### src/rtl/ifp_pkg.sv
// Package for the IMU frame parser: frame geometry, header and type byte codes,
// record kind codes and the decoded frame entry type. No dependencies.
`timescale 1ns / 1ps

package ifp_pkg;

	// Bytes in one frame, from the header to the checksum (11).
	localparam int FRAME_LENGTH = 11;
	localparam int POS_W        = $clog2(FRAME_LENGTH);
	localparam int QUEUE_DEPTH  = 2;
	localparam int QPTR_W       = $clog2(QUEUE_DEPTH);
	localparam int QCNT_W       = $clog2(QUEUE_DEPTH + 1);

	// Payload bytes that the decode needs: frame bytes 2 through 9.
	localparam int PAYLOAD_FIRST = 2;
	localparam int PAYLOAD_BYTES = 8;

	localparam logic [7:0] HEADER_BYTE = 8'h55;

	localparam logic [7:0] TYPE_TIME     = 8'h50;
	localparam logic [7:0] TYPE_ACCEL    = 8'h51;
	localparam logic [7:0] TYPE_GYRO     = 8'h52;
	localparam logic [7:0] TYPE_ANGLE    = 8'h53;
	localparam logic [7:0] TYPE_MAG      = 8'h54;
	localparam logic [7:0] TYPE_PRESSURE = 8'h56;

	localparam logic [2:0] KIND_TIME     = 3'd0;
	localparam logic [2:0] KIND_ACCEL    = 3'd1;
	localparam logic [2:0] KIND_GYRO     = 3'd2;
	localparam logic [2:0] KIND_ANGLE    = 3'd3;
	localparam logic [2:0] KIND_MAG      = 3'd4;
	localparam logic [2:0] KIND_PRESSURE = 3'd5;

	// One classified frame: its record kind and payload bytes 2..9 (index 0 is byte 2).
	typedef struct packed {
		logic [2:0]                      kind;
		logic [PAYLOAD_BYTES-1:0][7:0]   payload;
	} ifp_frame_t;

endpackage

### src/rtl/ifp_front.sv
// Front end of the IMU frame parser: byte position counter, frame store and
// type classification. Depends on ifp_pkg.
`timescale 1ns / 1ps

module ifp_front (
	input  logic               clk,
	input  logic               arst_n,
	input  logic               byte_valid,
	input  logic [7:0]         rx_byte,
	output logic               frame_valid,
	output ifp_pkg::ifp_frame_t frame
);
	import ifp_pkg::*;

	localparam logic [POS_W-1:0] LAST_POS = POS_W'(FRAME_LENGTH - 1);

	logic [POS_W-1:0] pos_q;
	logic [7:0]       store_q [FRAME_LENGTH];
	logic             is_header;
	logic             frame_done;
	logic             type_known;
	logic [2:0]       kind;

	assign is_header  = (rx_byte == HEADER_BYTE);
	// The completing byte lands in the checksum slot, which the decode never reads.
	assign frame_done = byte_valid && !is_header && (pos_q == LAST_POS);

	always_ff @(posedge clk or negedge arst_n) begin
		if (!arst_n) begin
			pos_q <= '0;
		end else if (byte_valid) begin
			if (is_header) begin
				pos_q <= POS_W'(1);
			end else if (pos_q == LAST_POS) begin
				pos_q <= '0;
			end else begin
				pos_q <= pos_q + POS_W'(1);
			end
		end
	end

	always_ff @(posedge clk) begin
		if (byte_valid) begin
			if (is_header) begin
				store_q[0] <= rx_byte;
			end else begin
				store_q[pos_q] <= rx_byte;
			end
		end
	end

	always_comb begin
		type_known = 1'b1;
		kind       = KIND_TIME;
		unique case (store_q[1])
			TYPE_TIME:     kind = KIND_TIME;
			TYPE_ACCEL:    kind = KIND_ACCEL;
			TYPE_GYRO:     kind = KIND_GYRO;
			TYPE_ANGLE:    kind = KIND_ANGLE;
			TYPE_MAG:      kind = KIND_MAG;
			TYPE_PRESSURE: kind = KIND_PRESSURE;
			default:       type_known = 1'b0;
		endcase
	end

	always_comb begin
		frame.kind = kind;
		for (int i = 0; i < PAYLOAD_BYTES; i++) begin
			frame.payload[i] = store_q[PAYLOAD_FIRST + i];
		end
	end

	assign frame_valid = frame_done && type_known;

endmodule

### src/rtl/ifp_queue.sv
// Short frame queue between the front end and the result formatter.
// Depends on ifp_pkg.
`timescale 1ns / 1ps

module ifp_queue (
	input  logic                clk,
	input  logic                arst_n,
	input  logic                wr_en,
	input  ifp_pkg::ifp_frame_t wr_frame,
	output logic                full,
	input  logic                rd_en,
	output logic                rd_valid,
	output ifp_pkg::ifp_frame_t rd_frame
);
	import ifp_pkg::*;

	localparam logic [QPTR_W-1:0] LAST_SLOT = QPTR_W'(QUEUE_DEPTH - 1);

	ifp_frame_t          slot_q [QUEUE_DEPTH];
	logic [QPTR_W-1:0]   wr_ptr_q;
	logic [QPTR_W-1:0]   rd_ptr_q;
	logic [QCNT_W-1:0]   count_q;
	logic                do_wr;
	logic                do_rd;

	assign full     = (count_q == QCNT_W'(QUEUE_DEPTH));
	assign rd_valid = (count_q != '0);
	assign rd_frame = slot_q[rd_ptr_q];
	assign do_wr    = wr_en && !full;
	assign do_rd    = rd_en && rd_valid;

	always_ff @(posedge clk or negedge arst_n) begin
		if (!arst_n) begin
			wr_ptr_q <= '0;
			rd_ptr_q <= '0;
			count_q  <= '0;
		end else begin
			if (do_wr) begin
				wr_ptr_q <= (wr_ptr_q == LAST_SLOT) ? '0 : wr_ptr_q + QPTR_W'(1);
			end
			if (do_rd) begin
				rd_ptr_q <= (rd_ptr_q == LAST_SLOT) ? '0 : rd_ptr_q + QPTR_W'(1);
			end
			if (do_wr && !do_rd) begin
				count_q <= count_q + QCNT_W'(1);
			end else if (do_rd && !do_wr) begin
				count_q <= count_q - QCNT_W'(1);
			end
		end
	end

	always_ff @(posedge clk) begin
		if (do_wr) begin
			slot_q[wr_ptr_q] <= wr_frame;
		end
	end

endmodule

### src/rtl/ifp_back.sv
// Back end of the IMU frame parser: formats a classified frame into result
// fields and holds it in the output register. Depends on ifp_pkg.
`timescale 1ns / 1ps

module ifp_back (
	input  logic                clk,
	input  logic                arst_n,
	input  logic                frame_valid,
	input  ifp_pkg::ifp_frame_t frame,
	output logic                frame_take,
	output logic                empty,
	input  logic                pop,
	output logic [2:0]          record_kind,
	output logic [15:0]         x_word,
	output logic [15:0]         y_word,
	output logic [15:0]         z_word,
	output logic [7:0]          hour,
	output logic [7:0]          minute,
	output logic [7:0]          second,
	output logic [15:0]         millis,
	output logic [31:0]         pressure,
	output logic [31:0]         height
);
	import ifp_pkg::*;

	logic        valid_q;
	logic [2:0]  kind_q;
	logic [15:0] x_q, y_q, z_q, millis_q;
	logic [7:0]  hour_q, minute_q, second_q;
	logic [31:0] pressure_q, height_q;

	logic [15:0] x_d, y_d, z_d, millis_d;
	logic [7:0]  hour_d, minute_d, second_d;
	logic [31:0] pressure_d, height_d;

	// Payload index i holds frame byte i + 2.
	always_comb begin
		x_d        = '0;
		y_d        = '0;
		z_d        = '0;
		hour_d     = '0;
		minute_d   = '0;
		second_d   = '0;
		millis_d   = '0;
		pressure_d = '0;
		height_d   = '0;
		case (frame.kind)
			KIND_TIME: begin
				hour_d   = frame.payload[3];
				minute_d = frame.payload[4];
				second_d = frame.payload[5];
				millis_d = {frame.payload[7], frame.payload[6]};
			end
			KIND_PRESSURE: begin
				pressure_d = {frame.payload[3], frame.payload[2],
					frame.payload[1], frame.payload[0]};
				height_d   = {frame.payload[7], frame.payload[6],
					frame.payload[5], frame.payload[4]};
			end
			default: begin
				x_d = {frame.payload[1], frame.payload[0]};
				y_d = {frame.payload[3], frame.payload[2]};
				z_d = {frame.payload[5], frame.payload[4]};
			end
		endcase
	end

	assign frame_take = frame_valid && (!valid_q || pop);

	always_ff @(posedge clk or negedge arst_n) begin
		if (!arst_n) begin
			valid_q <= 1'b0;
		end else if (frame_take) begin
			valid_q <= 1'b1;
		end else if (pop) begin
			valid_q <= 1'b0;
		end
	end

	always_ff @(posedge clk) begin
		if (frame_take) begin
			kind_q     <= frame.kind;
			x_q        <= x_d;
			y_q        <= y_d;
			z_q        <= z_d;
			hour_q     <= hour_d;
			minute_q   <= minute_d;
			second_q   <= second_d;
			millis_q   <= millis_d;
			pressure_q <= pressure_d;
			height_q   <= height_d;
		end
	end

	assign empty       = !valid_q;
	assign record_kind = kind_q;
	assign x_word      = x_q;
	assign y_word      = y_q;
	assign z_word      = z_q;
	assign hour        = hour_q;
	assign minute      = minute_q;
	assign second      = second_q;
	assign millis      = millis_q;
	assign pressure    = pressure_q;
	assign height      = height_q;

endmodule

### src/rtl/imu_frame_parser_core.sv
// Top level of the IMU serial frame parser: front end, frame queue and
// result formatter. Depends on ifp_pkg, ifp_front, ifp_queue and ifp_back.
`timescale 1ns / 1ps

// The parser takes one received serial byte per transfer on the push side and
// assembles 11-byte sensor frames. A header byte 0x55 always restarts a frame,
// even in the middle of a payload; after reset, bytes fill from the start of
// the frame without waiting for a header. When the last byte of a frame
// arrives, the frame is classified by its type byte and, for a known type
// (time, acceleration, gyro, angle, magnetometer, pressure), one result is
// offered on the pop side; fields that do not belong to the record kind read
// as zero. Frames of an unknown type are dropped, and the checksum byte is not
// checked. The block takes one byte every clock cycle while full is low. A
// result takes this path: the frame is written into the two-entry frame queue
// at the transfer of the byte that completed it, is then loaded into the
// output register once that register is free or is being popped, and can be
// popped from there. full rises only when the frame queue holds two decoded
// frames that the output register cannot take, so with a reader that pops
// promptly the input never stalls.

module imu_frame_parser_core (
	input  logic        clk,
	input  logic        arst_n,
	input  logic        push,
	output logic        full,
	input  logic [7:0]  rx_byte,
	output logic        empty,
	input  logic        pop,
	output logic [2:0]  record_kind,
	output logic [15:0] x_word,
	output logic [15:0] y_word,
	output logic [15:0] z_word,
	output logic [7:0]  hour,
	output logic [7:0]  minute,
	output logic [7:0]  second,
	output logic [15:0] millis,
	output logic [31:0] pressure,
	output logic [31:0] height
);
	import ifp_pkg::*;

	logic       byte_valid;
	logic       front_valid;
	ifp_frame_t front_frame;
	logic       queue_valid;
	ifp_frame_t queue_frame;
	logic       queue_take;

	// A byte transfer happens whenever push is high and the frame queue has room.
	assign byte_valid = push && !full;

	ifp_front u_front (
		.clk         (clk),
		.arst_n      (arst_n),
		.byte_valid  (byte_valid),
		.rx_byte     (rx_byte),
		.frame_valid (front_valid),
		.frame       (front_frame)
	);

	// Decoupling queue: the front end keeps taking bytes while results wait, until the queue is full.
	ifp_queue u_queue (
		.clk      (clk),
		.arst_n   (arst_n),
		.wr_en    (front_valid),
		.wr_frame (front_frame),
		.full     (full),
		.rd_en    (queue_take),
		.rd_valid (queue_valid),
		.rd_frame (queue_frame)
	);

	// The formatter loads a frame when its output register is free or is being popped.
	ifp_back u_back (
		.clk         (clk),
		.arst_n      (arst_n),
		.frame_valid (queue_valid),
		.frame       (queue_frame),
		.frame_take  (queue_take),
		.empty       (empty),
		.pop         (pop),
		.record_kind (record_kind),
		.x_word      (x_word),
		.y_word      (y_word),
		.z_word      (z_word),
		.hour        (hour),
		.minute      (minute),
		.second      (second),
		.millis      (millis),
		.pressure    (pressure),
		.height      (height)
	);

endmodule
### config.mk
export PLATFORM = sky130hd
export DESIGN_NAME = imu_frame_parser_core
export DESIGN_NICKNAME = d
export VERILOG_FILES = /design/src/rtl/ifp_pkg.sv /design/src/rtl/ifp_front.sv /design/src/rtl/ifp_queue.sv /design/src/rtl/ifp_back.sv /design/src/rtl/imu_frame_parser_core.sv
export SDC_FILE = /design/constraint.sdc
export NUM_CORES = 1
export LEC_CHECK = 0
export BUFFER_PORTS_ARGS = -buffer_cell sky130_fd_sc_hd__buf_4
export CORE_MARGIN = 2
export CORE_UTILIZATION = 34
export CTS_CLUSTER_SIZE = 28
export DETAILED_ROUTE_END_ITERATION = 10
export HOLD_SLACK_MARGIN = 0.03
export SYNTH_ARGS = -nofsm -noshare
export SYNTH_HDL_FRONTEND = slang
export SYNTH_HIERARCHICAL = 1
export SYNTH_SLANG_ARGS = --single-unit
### constraint.sdc
create_clock -name clk -period 7.2 [get_ports clk]
set_input_delay 0.36 -clock clk [delete_from_list [all_inputs] [get_ports clk]]
set_output_delay 0.36 -clock clk [all_outputs]
set_load 0.005 [all_outputs]
Yosys cells after proc, flatten, opt, wreduce, memory -nomap -nowiden
Memories as Yosys holds them, arrays and structs flattened. Cells that the tools add are included.

Input bits: 12. ROM bits: 0. Bits in latches: 0. Memories kept: 2. Logic and storage cells: 75. Output and inout bits: 157. Bits in registers: 164. Bits in writable memories: 222.

Memory list: u_queue.slot_q (depth 2, bits a word 67, read ports 1, clocked after Yosys merged registers in 0, write ports 1, line ifp_queue.sv:19) `ifp_frame_t slot_q [QUEUE_DEPTH];`; u_front.store_q (depth 11, bits a word 8, read ports 9, clocked after Yosys merged registers in 0, write ports 1, line ifp_front.sv:18) `logic [7:0] store_q [FRAME_LENGTH];`.

Multipliers: 0. Add/sub/neg operators: 5. Muxes and demuxes: 21. Divide/modulo/power cells: 0. Bitwise operators: 0. Magnitude comparators: 0. Reduce and logical (&&, ||, !) cells: 22. Equality and inequality tests: 10. Shift operators: 0.

Operators with widths (count): $eq 8x7->1 const B (7); $pmux 3 s5 (1); $mux 1 (14); $mux 4 (3); $logic_and 1x1->1 (9); $mux 8 (1); $reduce_or 8->1 (1); $reduce_bool 2->1 (3); $reduce_or 6->1 (1); $logic_not 1->1 (5); $add 4x1->4 const B (1); $eq 4x4->1 const B (1); $mux 2 (2); $eq 3x3->1 const B (1); $logic_not 3->1 (1); $add 1x1->1 const B (2); $add 2x1->2 const B (1); $eq 2x2->1 const B (1); $reduce_or 2->1 (1); $sub 2x1->2 const B (1); $logic_or 1x1->1 (1).

Longest topological paths before layout
Depth in word-level cells: 11. Mapped depth: 12. Depth with buffers taken out: 11.

By module
Netlist, hierarchy kept.

Modules (own cells, without submodules): ifp_back (cells each 337, area an instance 5997.0 µm², times used 1, sequential area each 4679.5 µm²); ifp_queue (cells each 228, area an instance 5123.7 µm², times used 1, sequential area each 4124.0 µm²); ifp_front (cells each 126, area an instance 2563.7 µm², times used 1, sequential area each 2262.2 µm²); imu_frame_parser_core (cells each 1, area an instance 13.8 µm², times used 1, sequential area each 0.0 µm²).

Worst setup path before layout
Ideal clock, no wire load.

Path kind: reg2reg. Start point: register u_queue.count_q[0]. End point: register u_queue.count_q[1]. Slack: 1.817 ns. Data required time: 7.121 ns. Cell stages (with the launch flop): 8. Setup time: 0.079 ns. Data arrival time: 5.304 ns. Clock period less this slack: 5.383 ns. Cell sequence: dfrtp_1 -> or2_2 -> and2_1 -> nand2_1 -> ha_1 -> xor2_1 -> nor2_1 -> xor2_1.

Elaborated cells on any way between the ends: 19. Those cells by class: add/sub (2); eq/ne (1); mux (2); reduce/logical (14).

RTL lines: start: declaration (line ifp_queue.sv:22) `logic [QCNT_W-1:0] count_q;`; start signal: assignment (line ifp_queue.sv:45) `count_q <= count_q + QCNT_W'(1);`; start signal: assignment (line ifp_queue.sv:47) `count_q <= count_q - QCNT_W'(1);`; $reduce_bool 2->1 (*) (line ifp_queue.sv:27) `assign rd_valid = (count_q != '0);`; via queue_valid (line imu_frame_parser_core.sv:45) `logic queue_valid;`; $logic_and 1x1->1 (*) (line ifp_back.sv:68) `assign frame_take = frame_valid && (!valid_q || pop);`; via queue_take (line imu_frame_parser_core.sv:47) `logic queue_take;`; $logic_and 1x1->1 (*) (line ifp_queue.sv:30) `assign do_rd = rd_en && rd_valid;`; $logic_not 1->1 (line ifp_queue.sv:44) `if (do_wr && !do_rd) begin`; $logic_and 1x1->1 (line ifp_queue.sv:44); $mux 2 or $reduce_bool 2->1 (tied branches).

Mark *: on every way through the listed nets, which the timed path passes. The rest lies on a longest branch. The select of a mux whose other input is x is not followed. A chain may end at the register's enable or synchronous reset.

Worst setup path after layout
Start point: register u_queue.count_q[0]. End point: memory u_queue/slot_q[0][16] in the netlist's numbering (enable).

Word-level cells in the longest chain between the ends: 9.

Ends and longest elaborated chain: $eq 2x2->1 (line ifp_queue.sv:26) `assign full = (count_q == QCNT_W'(QUEUE_DEPTH));`; $logic_not 1->1 (line imu_frame_parser_core.sv:50) `assign byte_valid = push && !full;`; $logic_and 1x1->1 (line imu_frame_parser_core.sv:50); via byte_valid (line imu_frame_parser_core.sv:42) `logic byte_valid;`; $logic_and 1x1->1 (2 in a row) (line ifp_front.sv:26) `assign frame_done = byte_valid && !is_header && (pos_q == LAST_POS);`; $logic_and 1x1->1 (line ifp_front.sv:73) `assign frame_valid = frame_done && type_known;`; via front_valid (line imu_frame_parser_core.sv:43) `logic front_valid;`; $logic_and 1x1->1 (line ifp_queue.sv:29) `assign do_wr = wr_en && !full;`; $mux 1 (line ifp_queue.sv:53) `if (do_wr) begin`; $mux 1 (implied by the code) (line ifp_queue.sv:54) `slot_q[wr_ptr_q] <= wr_frame;`; end: declaration (line ifp_queue.sv:19).

The timed path passes the listed nets, and every way through them passes these cells.

==> flow_summary.toml <==
[status]
outcome = "finished, final reports clean"

[worst_setup_path]
worstSetupPathType = "reg -> reg"
r2r-end = "u_queue/slot_q[0][16]"
cp-start-kind = "register"
cp-end-kind = "register"
crit_fanout = 39
reg2reg_from = "u_queue/count_q[0]"
ff2ff_path_depth = 8
arrival_ps = 3550
startpoint = "u_queue/count_q[0]"
ff2ff_setup_slack_ps = 3790
cp.required_ps = 7350

[hold_path]
holdPathEnd = "u_front/store_q[6][7]"
min-delay-start = "rx_byte[7]"
hold_depth = 1
hp-class = "in -> reg"

[power_and_ir_drop]
cellLeakagePower_nw = 5.810
vdd_drop_max_uv = 215.4
total_power_mw = 5.855
power_density_nw_per_um2 = 352.1

[timing]
post-route-period-util = 0.4734
tightest_slew_ps = 1201
maxSlewHeadroom = 0.1952
rsz0062_at_grt = "no"
hold_viol = 0
layout_min_cycle_time_ps = 3409
fin_hold_ws_ps = 121.7
fin_ws_ps = 3791
drv_slew = 0
finalClockSkew_ps = 14.71
setup_viol = 0
fmax_ghz = 0.2934
fin_setup_tns_ps = 0

[synthesis]
synth_largest_area_cell = "edfxtp_1"
ys.flop_type = "edfxtp_1"
syn_area_um2 = 13700
yosysWarnings = 6
yosysMostFrequentCell = "edfxtp_1"
synthArstFlopShare = 0.02432
synth.top_cell.area_share = 0.7914
syn-num-nets = 705
synth_common_cells = "edfxtp_1 (361), and2_1 (105), mux2_2 (47)"
synth_edf_count = 361
synth.area.top_cells = "edfxtp_1 (79%), and2_1 (4.8%), mux2_2 (3.9%), mux2_4 (2.2%), a21boi_2 (1.6%)"
ys_types = 45
yosysSeqAreaShare = 0.8078
synthCells = 692
synth_seq_cells = 370
avgSynthCellArea_um2 = 19.79

[clock_tree]
numCtsBuffers = 36
cts.path.max_buffers = 3
clkSlewWorstSetupHoldPaths_ps = 60
clkLatencyLatePin_ps = 520
cts-resized-gates = 0
clock-sinks = 370
cts_tree = "built"
clockRootBuffer = "clkbuf_16"
htreeDepth = 2

[detailed_routing]
routed_wl_um = 26700
firstDrtPassIters = 4
routedWlPerCell_um = 18.66
drtAntennaViolNets = 0
drt-initial-drc-count = 471
drc = 0
vias = 6355
via_per_inst = 4.441

[grt]
grt_use_total = 0.1256
grt_max_degree = 68
grt_pass1_wl_um = 39120
grt_pass1_vias = 6317
antenna_found_initial = 0
grt-ovfl-total = 0

[layout]
drive_gt1_frac = 0.3642
fin_area_um2 = 16630
synthToLayoutAreaGrowth_pct = 21.42
nets = 891
n_antenna_cell = 0

[die]
die-area_um2 = 41910
io_pins = 169
die_y_um = 204.7
start_util = 0.3448
std_cell_rows = 73
die_x_um = 204.7
coreArea_um2 = 39730

[placement]
hpwl_um = 16670
port_buffers = 168
placed_area_um2 = 15490
pre_cts_ws_ps = 3774
place_congestion = 0.7526

[flow_run]
maxCapViolations = 0
## logic make-up after synthesis
| family | after synthesis | synth area share |
|---|---|---|
| and+or+nand+nor | 150 | 0.06869 |
| buffers and inverters | 38 | 0.02092 |
| adders and majority gates | 1 | 0.0009133 |
| xor gates and xnor gates | 6 | 0.003836 |
| DFF | 370 | 0.8078 |
| AOI/OAI and AO/OA | 60 | 0.03727 |
| muxes | 67 | 0.06056 |
## flip-flops by register name (all words and copies together), names as in the netlist
| register | count |
|---|---|
| u_back/z_word | 16 |
| u_queue/rd_ptr_q | 1 |
| u_front/pos_q | 4 |
| u_back/pressure | 32 |
| u_back/record_kind | 3 |
| u_back/height | 32 |
| u_queue/wr_ptr_q | 1 |
| u_queue/count_q | 2 |
| u_back/x_word | 16 |
| u_queue/slot_q | 134 |
| u_back/millis | 16 |
| u_front/store_q | 72 |
| u_back/minute | 8 |
| u_back/second | 8 |
| u_back/y_word | 16 |
| u_back/valid_q | 1 |
| u_back/hour | 8 |
## worst max path at each step
stage	endpoint	slack, ps	cells after the start
floorplan	u_queue/count_q[1]	1820	7
global placement	u_queue/slot_q[0][16]	3880	7
detailed placement	u_queue/slot_q[0][23]	3770	8
CTS	u_queue/slot_q[0][11]	3750	8
global route	u_queue/slot_q[0][46]	3470	8
finish	u_queue/slot_q[0][16]	3790	8
## critical path, cell delays in order, from the launching register on
cell and delay, ps:
dfrtp_1 400, nand2b_1 180, inv_1 100, nor2b_4 220
nand2_1 160, nor4_1 370, nand2_1 220, nor2_4 750
buf_4 600
## what timing repair did
action	4_1_cts	5_1_grt
hold buffers	1	0
endpoints found under the hold margin	9	0
setup buffers	0	0
## power breakdown
group / switching [mW] / internal (mW)
clock network: 0.745 / 1.06
logic: 0.616 / 0.489
registers: 0.125 / 2.83
## routing by layer
layer  routed length [um]  track usage  vias up
met5                    0            0        -
met4                  608      0.04089        0
met3                 1172      0.02593       43
met2                13420       0.2105      126
met1                11510       0.1631     3197
li1                     -            -     2989
## placed cells by master (no fill, tap or decap), types with 2 or more instances in the layout
cell,n
and2_1,104
o2111ai_1,2
o21ai_0,3
mux2_2,47
nor4_2,3
nor2_1,3
mux2_4,20
clkbuf_1,10
buf_4,178
inv_1,5
nor3b_1,2
dfrtp_1,8
and4b_1,2
clkinv_1,6
xor2_1,2
nor3_1,4
nand4bb_1,2
clkinv_2,8
inv_2,2
a21oi_1,2
a21boi_0,28
a21boi_2,20
xnor2_1,3
bufinv_16,3
inv_6,2
nand2_1,8
nand2b_1,6
edfxtp_1,361
clkbuf_16,37
## area by class of cell
type | count | area, um^2
inverters | 7 | 26.28
clock inverters | 19 | 170.2
flip-flops and latches | 370 | 11070
well taps | 525 | 656.9
multi-input cells | 284 | 2400
repair buffers | 179 | 1346
clock buffers | 47 | 963.4
fillers | 3531 | 23100
## per-stage QoR
step,utilization,instances
floorplan,-,692
global placement,0.3898,1364
detailed placement,0.3898,1364
CTS,0.4186,1431
global route,0.4186,1431
finish,0.4186,1431
Power figures use the tool's default switching activity.
